### config.mk
export PLATFORM = sky130hd
export DESIGN_NAME = sha256_stream_hash_core_flat
export DESIGN_NICKNAME = d
export VERILOG_FILES = /design/src/hdl/sha256_pkg.sv /design/src/hdl/sha256_ifs.sv /design/src/hdl/sha256_round.sv /design/src/hdl/sha256_stream_hash_core.sv /design/src/flat_wrapper.sv
export SDC_FILE = /design/constraint.sdc
export NUM_CORES = 2
export LEC_CHECK = 0
export ABC_AREA = 1
export BUFFER_PORTS_ARGS = -buffer_cell sky130_fd_sc_hd__buf_2
export CAP_MARGIN = 10
export CORE_ASPECT_RATIO = 1.4
export CORE_MARGIN = 2
export CORE_UTILIZATION = 40
export DETAILED_ROUTE_END_ITERATION = 8
export RECOVER_POWER = 100
export SLEW_MARGIN = 20
export SYNTH_ARGS = -nofsm -noshare
export SYNTH_HDL_FRONTEND = slang
export SYNTH_SLANG_ARGS = --single-unit
### constraint.sdc
create_clock -name clk -period 28.5 [get_ports clk]
set_clock_uncertainty 0.15 [all_clocks]
set_input_delay 2.85 -clock clk [delete_from_list [all_inputs] [get_ports clk]]
set_output_delay 2.85 -clock clk [all_outputs]
set_load 0.03 [all_outputs]
### src/hdl/sha256_pkg.sv
// ----------------------------------------------------------------------------
// SHA-256 shared definitions
// Round constants, initial hash values and the round helper functions.
// ----------------------------------------------------------------------------
package sha256_pkg;

  localparam int unsigned WordWidth  = 32;
  localparam int unsigned NumRounds  = 64;
  localparam int unsigned BlockWords = 16;
  localparam int unsigned HashWords  = 8;
  localparam logic [7:0]  PadByte    = 8'h80;

  // Request codes.
  localparam logic ReqAbsorb   = 1'b0;
  localparam logic ReqFinalize = 1'b1;

  typedef logic [WordWidth-1:0] word_t;

  // Round constants, one per round.
  function automatic word_t round_const(input logic [5:0] idx);
    word_t k;
    case (idx)
      6'd0:  k = 32'h428a2f98; 6'd1:  k = 32'h71374491; 6'd2:  k = 32'hb5c0fbcf;
      6'd3:  k = 32'he9b5dba5; 6'd4:  k = 32'h3956c25b; 6'd5:  k = 32'h59f111f1;
      6'd6:  k = 32'h923f82a4; 6'd7:  k = 32'hab1c5ed5; 6'd8:  k = 32'hd807aa98;
      6'd9:  k = 32'h12835b01; 6'd10: k = 32'h243185be; 6'd11: k = 32'h550c7dc3;
      6'd12: k = 32'h72be5d74; 6'd13: k = 32'h80deb1fe; 6'd14: k = 32'h9bdc06a7;
      6'd15: k = 32'hc19bf174; 6'd16: k = 32'he49b69c1; 6'd17: k = 32'hefbe4786;
      6'd18: k = 32'h0fc19dc6; 6'd19: k = 32'h240ca1cc; 6'd20: k = 32'h2de92c6f;
      6'd21: k = 32'h4a7484aa; 6'd22: k = 32'h5cb0a9dc; 6'd23: k = 32'h76f988da;
      6'd24: k = 32'h983e5152; 6'd25: k = 32'ha831c66d; 6'd26: k = 32'hb00327c8;
      6'd27: k = 32'hbf597fc7; 6'd28: k = 32'hc6e00bf3; 6'd29: k = 32'hd5a79147;
      6'd30: k = 32'h06ca6351; 6'd31: k = 32'h14292967; 6'd32: k = 32'h27b70a85;
      6'd33: k = 32'h2e1b2138; 6'd34: k = 32'h4d2c6dfc; 6'd35: k = 32'h53380d13;
      6'd36: k = 32'h650a7354; 6'd37: k = 32'h766a0abb; 6'd38: k = 32'h81c2c92e;
      6'd39: k = 32'h92722c85; 6'd40: k = 32'ha2bfe8a1; 6'd41: k = 32'ha81a664b;
      6'd42: k = 32'hc24b8b70; 6'd43: k = 32'hc76c51a3; 6'd44: k = 32'hd192e819;
      6'd45: k = 32'hd6990624; 6'd46: k = 32'hf40e3585; 6'd47: k = 32'h106aa070;
      6'd48: k = 32'h19a4c116; 6'd49: k = 32'h1e376c08; 6'd50: k = 32'h2748774c;
      6'd51: k = 32'h34b0bcb5; 6'd52: k = 32'h391c0cb3; 6'd53: k = 32'h4ed8aa4a;
      6'd54: k = 32'h5b9cca4f; 6'd55: k = 32'h682e6ff3; 6'd56: k = 32'h748f82ee;
      6'd57: k = 32'h78a5636f; 6'd58: k = 32'h84c87814; 6'd59: k = 32'h8cc70208;
      6'd60: k = 32'h90befffa; 6'd61: k = 32'ha4506ceb; 6'd62: k = 32'hbef9a3f7;
      default: k = 32'hc67178f2;
    endcase
    return k;
  endfunction

  // Initial hash values.
  function automatic word_t init_hash(input logic [2:0] idx);
    word_t h;
    case (idx)
      3'd0: h = 32'h6a09e667; 3'd1: h = 32'hbb67ae85;
      3'd2: h = 32'h3c6ef372; 3'd3: h = 32'ha54ff53a;
      3'd4: h = 32'h510e527f; 3'd5: h = 32'h9b05688c;
      3'd6: h = 32'h1f83d9ab; default: h = 32'h5be0cd19;
    endcase
    return h;
  endfunction

  function automatic word_t rotr(input word_t x, input int unsigned n);
    return (x >> n) | (x << (WordWidth - n));
  endfunction

  function automatic word_t small_sig0(input word_t x);
    return rotr(x, 7) ^ rotr(x, 18) ^ (x >> 3);
  endfunction

  function automatic word_t small_sig1(input word_t x);
    return rotr(x, 17) ^ rotr(x, 19) ^ (x >> 10);
  endfunction

  function automatic word_t big_sig0(input word_t x);
    return rotr(x, 2) ^ rotr(x, 13) ^ rotr(x, 22);
  endfunction

  function automatic word_t big_sig1(input word_t x);
    return rotr(x, 6) ^ rotr(x, 11) ^ rotr(x, 25);
  endfunction

endpackage

### src/hdl/sha256_ifs.sv
// ----------------------------------------------------------------------------
// SHA-256 stream channels
// Valid/ready interfaces for the request and the digest channels.
// ----------------------------------------------------------------------------
interface sha256_req_if;
  logic       valid;
  logic       ready;
  logic       req_type;
  logic [7:0] data_byte;
  modport source (output valid, req_type, data_byte, input ready);
  modport sink (input valid, req_type, data_byte, output ready);
endinterface

interface sha256_dig_if;
  logic        valid;
  logic        ready;
  logic [31:0] digest_word;
  logic [2:0]  word_index;
  logic        last_word;
  modport source (output valid, digest_word, word_index, last_word, input ready);
  modport sink (input valid, digest_word, word_index, last_word, output ready);
endinterface

### src/hdl/sha256_round.sv
// ----------------------------------------------------------------------------
// SHA-256 round datapath
// One compression round per cycle on the working variables a..h.
// ----------------------------------------------------------------------------
module sha256_round
  import sha256_pkg::*;
(
  input  word_t             k_i,
  input  word_t             w_i,
  input  word_t [7:0]       v_i,
  output word_t [7:0]       v_o
);

  word_t t1, t2, ch, maj;

  // Round function: t1 from e..h, t2 from a..c.
  always_comb begin
    ch    = (v_i[4] & v_i[5]) ^ (~v_i[4] & v_i[6]);
    maj   = (v_i[0] & v_i[1]) ^ (v_i[0] & v_i[2]) ^ (v_i[1] & v_i[2]);
    t1    = v_i[7] + big_sig1(v_i[4]) + ch + k_i + w_i;
    t2    = big_sig0(v_i[0]) + maj;
    v_o[7] = v_i[6];
    v_o[6] = v_i[5];
    v_o[5] = v_i[4];
    v_o[4] = v_i[3] + t1;
    v_o[3] = v_i[2];
    v_o[2] = v_i[1];
    v_o[1] = v_i[0];
    v_o[0] = t1 + t2;
  end

endmodule

### src/hdl/sha256_stream_hash_core.sv
// ----------------------------------------------------------------------------
// SHA-256 streaming hash core
// Absorbs one message byte per request; finalize pads and emits the digest.
// ----------------------------------------------------------------------------
// An absorb request that carries the 64th byte of a block starts the
// compression: the core loads the working variables, runs 64 rounds and
// folds them into the hash, and it takes no new byte until the fold is
// done. The 16-entry message memory holds the block words and is read ahead
// through its registered read port during the first 16 rounds; the expanded
// schedule words come from a 16-word register window. A finalize request
// zero-fills the rest of the block one word per cycle, writes the bit length
// as word 14 then word 15 and runs one or two compressions (two when 56 or
// more bytes are pending), then presents the eight digest words, most
// significant first; the hash restarts from the initial values for the next
// message. Payload fields follow the request channel; a request is accepted
// when valid and ready are both high.
module sha256_stream_hash_core
  import sha256_pkg::*;
(
  input  logic                 clk,
  input  logic                 rst_n,
  sha256_req_if.sink           in_req,
  sha256_dig_if.source         out_dig
);

  typedef enum logic [6:0] {
    ST_IDLE  = 7'b0000001,
    ST_PAD   = 7'b0000010,
    ST_LOAD  = 7'b0000100,
    ST_ROUND = 7'b0001000,
    ST_FOLD  = 7'b0010000,
    ST_LEN   = 7'b0100000,
    ST_OUT   = 7'b1000000
  } state_t;

  state_t       state_r, state_nxt;
  word_t [7:0]  hash_r, hash_nxt;
  word_t [7:0]  vars_r, vars_nxt, vars_rnd;
  logic [5:0]   fill_r, fill_nxt;
  logic [63:0]  msg_r, msg_nxt;
  logic [5:0]   rnd_r, rnd_nxt;
  logic         fin_r, fin_nxt;       // compression is part of finalize
  logic         second_r, second_nxt; // a length-only block follows
  logic [3:0]   pad_r, pad_nxt;       // zero-fill word pointer
  logic [2:0]   oidx_r, oidx_nxt;

  // Message memory: block words, one write and one read port.
  word_t        mem [BlockWords];
  logic         mem_we;
  logic [3:0]   mem_wa, mem_ra;
  word_t        mem_wd, mem_rd;

  // Schedule taps kept in registers: w[t-16..t-1] sliding window shadow.
  word_t [15:0] win_r, win_nxt;
  word_t        w_cur;

  always_ff @(posedge clk) begin
    if (mem_we) begin
      mem[mem_wa] <= mem_wd;
    end
    mem_rd <= mem[mem_ra];
  end

  sha256_round u_round (
    .k_i (round_const(rnd_r)),
    .w_i (w_cur),
    .v_i (vars_r),
    .v_o (vars_rnd)
  );

  // Schedule word for this round: block word or expanded word.
  always_comb begin
    if (rnd_r < 6'd16) begin
      w_cur = mem_rd;
    end else begin
      w_cur = win_r[0] + small_sig0(win_r[1]) + win_r[9] + small_sig1(win_r[14]);
    end
  end

  logic in_fire, out_fire;
  assign in_fire  = in_req.valid && in_req.ready;
  assign out_fire = out_dig.valid && out_dig.ready;
  assign in_req.ready = (state_r == ST_IDLE);
  assign out_dig.valid = (state_r == ST_OUT);
  assign out_dig.digest_word = hash_r[oidx_r];
  assign out_dig.word_index  = oidx_r;
  assign out_dig.last_word   = (oidx_r == 3'd7);

  // Byte merge: the first byte of a word clears the rest.
  function automatic word_t merge(input word_t old, input logic [1:0] pos,
                                  input logic [7:0] b);
    word_t r;
    r = (pos == 2'd0) ? '0 : old;
    r[(3 - pos) * 8 +: 8] = b;
    return r;
  endfunction

  word_t cur_word_r, cur_word_nxt; // word under construction

  // Control and datapath sequencing.
  always_comb begin
    state_nxt    = state_r;
    hash_nxt     = hash_r;
    vars_nxt     = vars_r;
    fill_nxt     = fill_r;
    msg_nxt      = msg_r;
    rnd_nxt      = rnd_r;
    fin_nxt      = fin_r;
    second_nxt   = second_r;
    pad_nxt      = pad_r;
    oidx_nxt     = oidx_r;
    win_nxt      = win_r;
    cur_word_nxt = cur_word_r;
    mem_we       = 1'b0;
    mem_wa       = fill_r[5:2];
    mem_wd       = '0;
    mem_ra       = 4'd0;
    unique case (state_r)
      ST_IDLE: begin
        if (in_fire && in_req.req_type == ReqAbsorb) begin
          cur_word_nxt = merge(cur_word_r, fill_r[1:0], in_req.data_byte);
          mem_we  = 1'b1;
          mem_wd  = cur_word_nxt;
          msg_nxt = msg_r + 64'd1;
          fill_nxt = fill_r + 6'd1;
          fin_nxt = 1'b0;
          if (fill_r == 6'd63) begin
            state_nxt = ST_LOAD;
          end
        end else if (in_fire) begin
          // Pad byte into the current word, then zero the rest.
          cur_word_nxt = merge(cur_word_r, fill_r[1:0], PadByte);
          mem_we   = 1'b1;
          mem_wd   = cur_word_nxt;
          fin_nxt  = 1'b1;
          second_nxt = (fill_r >= 6'd56);
          pad_nxt  = fill_r[5:2] + 4'd1;
          state_nxt = (fill_r[5:2] == 4'd15) ? (second_nxt ? ST_LOAD : ST_LEN) : ST_PAD;
        end
      end
      ST_PAD: begin
        mem_we = 1'b1;
        mem_wa = pad_r;
        mem_wd = '0;
        pad_nxt = pad_r + 4'd1;
        if (pad_r == 4'd15) begin
          state_nxt = second_r ? ST_LOAD : ST_LEN;
        end
      end
      ST_LEN: begin
        // Two writes of the bit length, word 14 then word 15.
        mem_we = 1'b1;
        mem_wa = {3'b111, pad_r[0]};
        mem_wd = msg_r[60:29];
        if (pad_r[0]) begin
          mem_wd = {msg_r[28:0], 3'b000};
          state_nxt = ST_LOAD;
        end
        pad_nxt = {3'b000, ~pad_r[0]};
      end
      ST_LOAD: begin
        vars_nxt = hash_r;
        rnd_nxt  = 6'd0;
        mem_ra   = 4'd0;
        state_nxt = ST_ROUND;
      end
      ST_ROUND: begin
        vars_nxt = vars_rnd;
        win_nxt  = {w_cur, win_r[15:1]};
        mem_ra   = rnd_r[3:0] + 4'd1;
        rnd_nxt  = rnd_r + 6'd1;
        if (rnd_r == 6'd63) begin
          state_nxt = ST_FOLD;
        end
      end
      ST_FOLD: begin
        for (int i = 0; i < HashWords; i++) begin
          hash_nxt[i] = hash_r[i] + vars_r[i];
        end
        if (fin_r && second_r) begin
          second_nxt = 1'b0;
          pad_nxt    = 4'd0;
          state_nxt  = ST_PAD;
        end else if (fin_r) begin
          oidx_nxt  = 3'd0;
          state_nxt = ST_OUT;
        end else begin
          state_nxt = ST_IDLE;
        end
      end
      ST_OUT: begin
        if (out_fire) begin
          oidx_nxt = oidx_r + 3'd1;
          if (oidx_r == 3'd7) begin
            for (int i = 0; i < HashWords; i++) begin
              hash_nxt[i] = init_hash(3'(i));
            end
            fill_nxt  = '0;
            msg_nxt   = '0;
            fin_nxt   = 1'b0;
            state_nxt = ST_IDLE;
          end
        end
      end
      default: state_nxt = ST_IDLE;
    endcase
  end

  always_ff @(posedge clk) begin
    if (!rst_n) begin
      state_r  <= ST_IDLE;
      fill_r   <= '0;
      msg_r    <= '0;
      fin_r    <= 1'b0;
      second_r <= 1'b0;
      oidx_r   <= '0;
      for (int i = 0; i < HashWords; i++) begin
        hash_r[i] <= init_hash(3'(i));
      end
    end else begin
      state_r  <= state_nxt;
      fill_r   <= fill_nxt;
      msg_r    <= msg_nxt;
      fin_r    <= fin_nxt;
      second_r <= second_nxt;
      oidx_r   <= oidx_nxt;
      hash_r   <= hash_nxt;
    end
  end

  always_ff @(posedge clk) begin
    vars_r     <= vars_nxt;
    rnd_r      <= rnd_nxt;
    pad_r      <= pad_nxt;
    win_r      <= win_nxt;
    cur_word_r <= cur_word_nxt;
  end

  // Checks on the sequencer.
  a_ready_idle: assert property (@(posedge clk) disable iff (!rst_n)
    in_req.ready |-> !out_dig.valid) else $error("ready while emitting");
  a_round_cnt: assert property (@(posedge clk) disable iff (!rst_n)
    (state_r == ST_LOAD) |=> (state_r == ST_ROUND && rnd_r == 6'd0))
    else $error("round counter not cleared");
  a_fold: assert property (@(posedge clk) disable iff (!rst_n)
    (state_r == ST_ROUND && rnd_r == 6'd63) |=> (state_r == ST_FOLD))
    else $error("missing fold");
  a_restart: assert property (@(posedge clk) disable iff (!rst_n)
    (out_fire && out_dig.last_word) |=> (fill_r == 6'd0 && msg_r == 64'd0))
    else $error("no restart after digest");

endmodule
### src/flat_wrapper.sv
// flat-port wrapper written by rule: the top's interface ports become plain ports
module sha256_stream_hash_core_flat import sha256_pkg::*;
  (clk, rst_n, in_req_valid, in_req_req_type, in_req_data_byte, in_req_ready, out_dig_valid, out_dig_digest_word, out_dig_word_index, out_dig_last_word, out_dig_ready);
  sha256_req_if in_req_i ();
  sha256_dig_if out_dig_i ();
  input  logic clk;
  input  logic rst_n;
  input wire logic [$bits(in_req_i.valid)-1:0] in_req_valid;
  input wire logic [$bits(in_req_i.req_type)-1:0] in_req_req_type;
  input wire logic [$bits(in_req_i.data_byte)-1:0] in_req_data_byte;
  output wire logic [$bits(in_req_i.ready)-1:0] in_req_ready;
  output wire logic [$bits(out_dig_i.valid)-1:0] out_dig_valid;
  output wire logic [$bits(out_dig_i.digest_word)-1:0] out_dig_digest_word;
  output wire logic [$bits(out_dig_i.word_index)-1:0] out_dig_word_index;
  output wire logic [$bits(out_dig_i.last_word)-1:0] out_dig_last_word;
  input wire logic [$bits(out_dig_i.ready)-1:0] out_dig_ready;
  assign in_req_i.valid = in_req_valid;
  assign in_req_i.req_type = in_req_req_type;
  assign in_req_i.data_byte = in_req_data_byte;
  assign in_req_ready = in_req_i.ready;
  assign out_dig_valid = out_dig_i.valid;
  assign out_dig_digest_word = out_dig_i.digest_word;
  assign out_dig_word_index = out_dig_i.word_index;
  assign out_dig_last_word = out_dig_i.last_word;
  assign out_dig_i.ready = out_dig_ready;
  sha256_stream_hash_core u_core (.clk(clk), .rst_n(rst_n), .in_req(in_req_i), .out_dig(out_dig_i));
endmodule
==> flow_metrics.env <==
export IMPL_slew_headroom=-5.91
export IMPL_fin_ws_ns=9.51
export IMPL_post_cts_resized=0
export IMPL_min_from="u_core.win_r[169]$_DFFE_PP_"
export IMPL_cts_tree="done"
export IMPL_dr_wl_met2_um=184000
export IMPL_cp_max_fo=63
export IMPL_ys_ff_latch=1721
export IMPL_routed_top_layer="met4"
export IMPL_finalNetCount=11100
export IMPL_clkTransAtPathRegs_ns=0.07
export IMPL_max_stage_delay_ns=3.06
export IMPL_clock_latency_ns=0.91
export IMPL_grt_usage=0.303
export IMPL_synthDistinctLibCells=62
export IMPL_pin_count=51
export IMPL_wl_met3_um=24500
export IMPL_grt_antenna_before_repair=15
export IMPL_synth_avg_cell_area_um2=9.16
export IMPL_cts_buffer_depth=4
export IMPL_worst_pin_slew_ns=10.37
export IMPL_drive_gt1_frac=0.0417
export IMPL_grt_pass1_wl_um=542000
export IMPL_root_buffer="clkbuf_16"
export IMPL_yosys_top_cells_count="nand2_1 (1899), edfxtp_1 (1322), inv_1 (1232)"
export IMPL_hold_viol_final=0
export IMPL_hpwl_um=280000
export IMPL_die_w_um=419
export IMPL_critPathLaunchType="flop"
export IMPL_async_flop_share=0
export IMPL_status="complete, but fails checks"
export IMPL_power_w=0.00747
export IMPL_netlist_area_um2=96400
export IMPL_critical_path_slowest_cell="clkinvlp_2"
export IMPL_post_cts_buffers=0
export IMPL_numPortBuffers=50
export IMPL_cp_arrival_ns=19.57
export IMPL_synth_edf_count=1322
export IMPL_crit_type="flop to flop"
export IMPL_place_ws_ns=17.67
export IMPL_period_needed_ns=18.99
export IMPL_grt_ovfl_total=0
export IMPL_holdWs_ns=0.255
export IMPL_rsz0062_at_grt="no"
export IMPL_drv_slew=3291
export IMPL_critPathLaunch="u_core.state_r[2]$_SDFFE_PN0P_"
export IMPL_crit_reg2reg_launch="u_core.state_r[2]$_SDFFE_PN0P_"
export IMPL_yosysTopAreaCell="edfxtp_1"
export IMPL_vias=80000
export IMPL_postRouteAntennaNets=0
export IMPL_max_freq_ghz=0.0527
export IMPL_dieArea_um2=245000
export IMPL_hold_path_class="flop to flop"
export IMPL_cts_max_level=4
export IMPL_drv_cap=69
export IMPL_met1_length_um=144000
export IMPL_cts_hold_buf=0
export IMPL_finalCritPeriodShare=0.666
export IMPL_rows=213
export IMPL_ir_worst_vdd_v=0.0000501
export IMPL_cts_buffers=186
export IMPL_numClockSinks=1721
export IMPL_finalSetupViolations=0
export IMPL_wl_um=381000
export IMPL_yosysWarningCount=0
export IMPL_grt_pass1_vias=77700
export IMPL_die_h_um=585
export IMPL_fin_setup_tns_ns=0
export IMPL_synthTopCellsByArea="edfxtp_1 (41%), dfxtp_1 (8.3%), nand2_1 (7.4%)"
export IMPL_yosysTopAreaCellShare=0.412
export IMPL_firstDrtPassIters=9
export IMPL_gp_congestion=1.01
export IMPL_required_ns=29.08
export IMPL_syn_num_nets=11100
export IMPL_p_leak_nw=41.0
export IMPL_areaGrowthSynthToFinish_pct=9.84
export IMPL_vias_per_cell=5.78
export IMPL_drc=0
export IMPL_violations="max-capacitance violations, max-slew violations"
export IMPL_start_util=0.401
export IMPL_netlist_instances=10500
export IMPL_pwr_density_cell_nw_per_um2=70.6
export IMPL_path_cells="nor2_1 > nand2_1 > nor4_1 > clkbuf_1 > clkinvlp_2 > nand2_1 > clkbuf_1 > clkbuf_1 > clkbuf_1 > clkbuf_1 > o21ai_0 > o211ai_1"
export IMPL_crit_path_end_kind="flop"
export IMPL_synth_ff_type="edfxtp_1"
export IMPL_drt_iter0_markers=8357
export IMPL_grt_max_degree=206
export IMPL_wire_per_inst_um=27.5
export IMPL_cpMostUsedCell="clkbuf_1"
export IMPL_synth_most_common_cell="nand2_1"
export IMPL_core_um2=240000
export IMPL_synth_seq_area_share=0.495
## metrics by stage
stage / area (µm²) / util / cells
2_1_floorplan: 96400 / - / 10500
3_3_place_gp: 100000 / 0.417 / 13500
3_5_place_dp: 100000 / 0.417 / 13500
4_1_cts: 106000 / 0.443 / 13800
5_1_grt: 106000 / 0.441 / 13800
6_report: 106000 / 0.441 / 13800
## final timing paths
kind         cells after the start  slack [ns]                         endpoint
min                              0        0.25      u_core.win_r[137]$_DFFE_PP_
min reg2reg                      0        0.25      u_core.win_r[137]$_DFFE_PP_
max                             12        9.51  u_core.hash_r[108]$_SDFFE_PN1P_
max reg2reg                     12        9.51  u_core.hash_r[108]$_SDFFE_PN1P_
## kinds of logic (layout without fill, tap and decap cells)
kind of cell,Yosys count,count (layout),synth area share
other cells,0,7,0
buf+inv,1693,1768,0.0664
fa+ha+maj,596,596,0.0925
xor+xnor,403,403,0.0366
mux,1,1,0.000104
compound gates,2765,2765,0.165
simple gates,3348,3348,0.144
flops,1721,1721,0.495
## layer usage
metal / vias to the layer above / global-route usage
met4: 0 / 0.189
met5: - / 0
met1: 39100 / 0.361
li1: 36400 / -
met3: 969 / 0.0401
met2: 3528 / 0.518
## cells in the final DEF (no fill, tap or decap), types with 195 or more instances in the layout
| master | count |
|---|---|
| nand3_1 | 455 |
| ha_1 | 399 |
| o21ai_0 | 1103 |
| nor2_1 | 645 |
| fa_1 | 195 |
| edfxtp_1 | 1322 |
| a21oi_1 | 873 |
| dfxtp_1 | 399 |
| inv_1 | 1232 |
| xor2_1 | 213 |
| nand2_1 | 1898 |
## critical path, delay by kind of cell, from the launching register on
family / cells / cell delay, ns
buffers and inverters: 6 / 14.48
flip-flops: 1 / 0.32
AO/OA/AOI/OAI: 2 / 0.83
AND/OR/NAND/NOR: 4 / 2.81
## cell type report
class                           instances  area, µm²
Multi-Input combinational cell       7113      42400
Clock inverter                         87        978
Fill cell                           23400     134000
Tap cell                             3225       4040
Sequential cell                      1721      47700
Antenna cell                            7       17.5
Timing Repair Buffer                  174        903
Inverter                             1259       4740
Clock buffer                          248       5110
## flip-flops by register name (all words and copies together) (netlist names), 3 cells and up
signal                     cells
u_core.rnd_r                   6
u_core.mem                   512
u_core.mem_rd                 32
u_core.state_r                 7
u_core.win_r                 512
u_core.msg_r                  61
u_core.u_round.k_i            32
u_core.hash_r                256
u_core.vars_r                256
u_core.cur_word_r             32
u_core.fill_r                  6
u_core.out_dig.word_index      3
u_core.pad_r                   4
## report_power, final
group          switching, W  internal [W]  total, W
logic               0.00147      0.000651   0.00212
registers         0.0000649       0.00281   0.00287
clock network       0.00106       0.00143   0.00248
No activity file was read; power rests on OpenSTA's default activity.
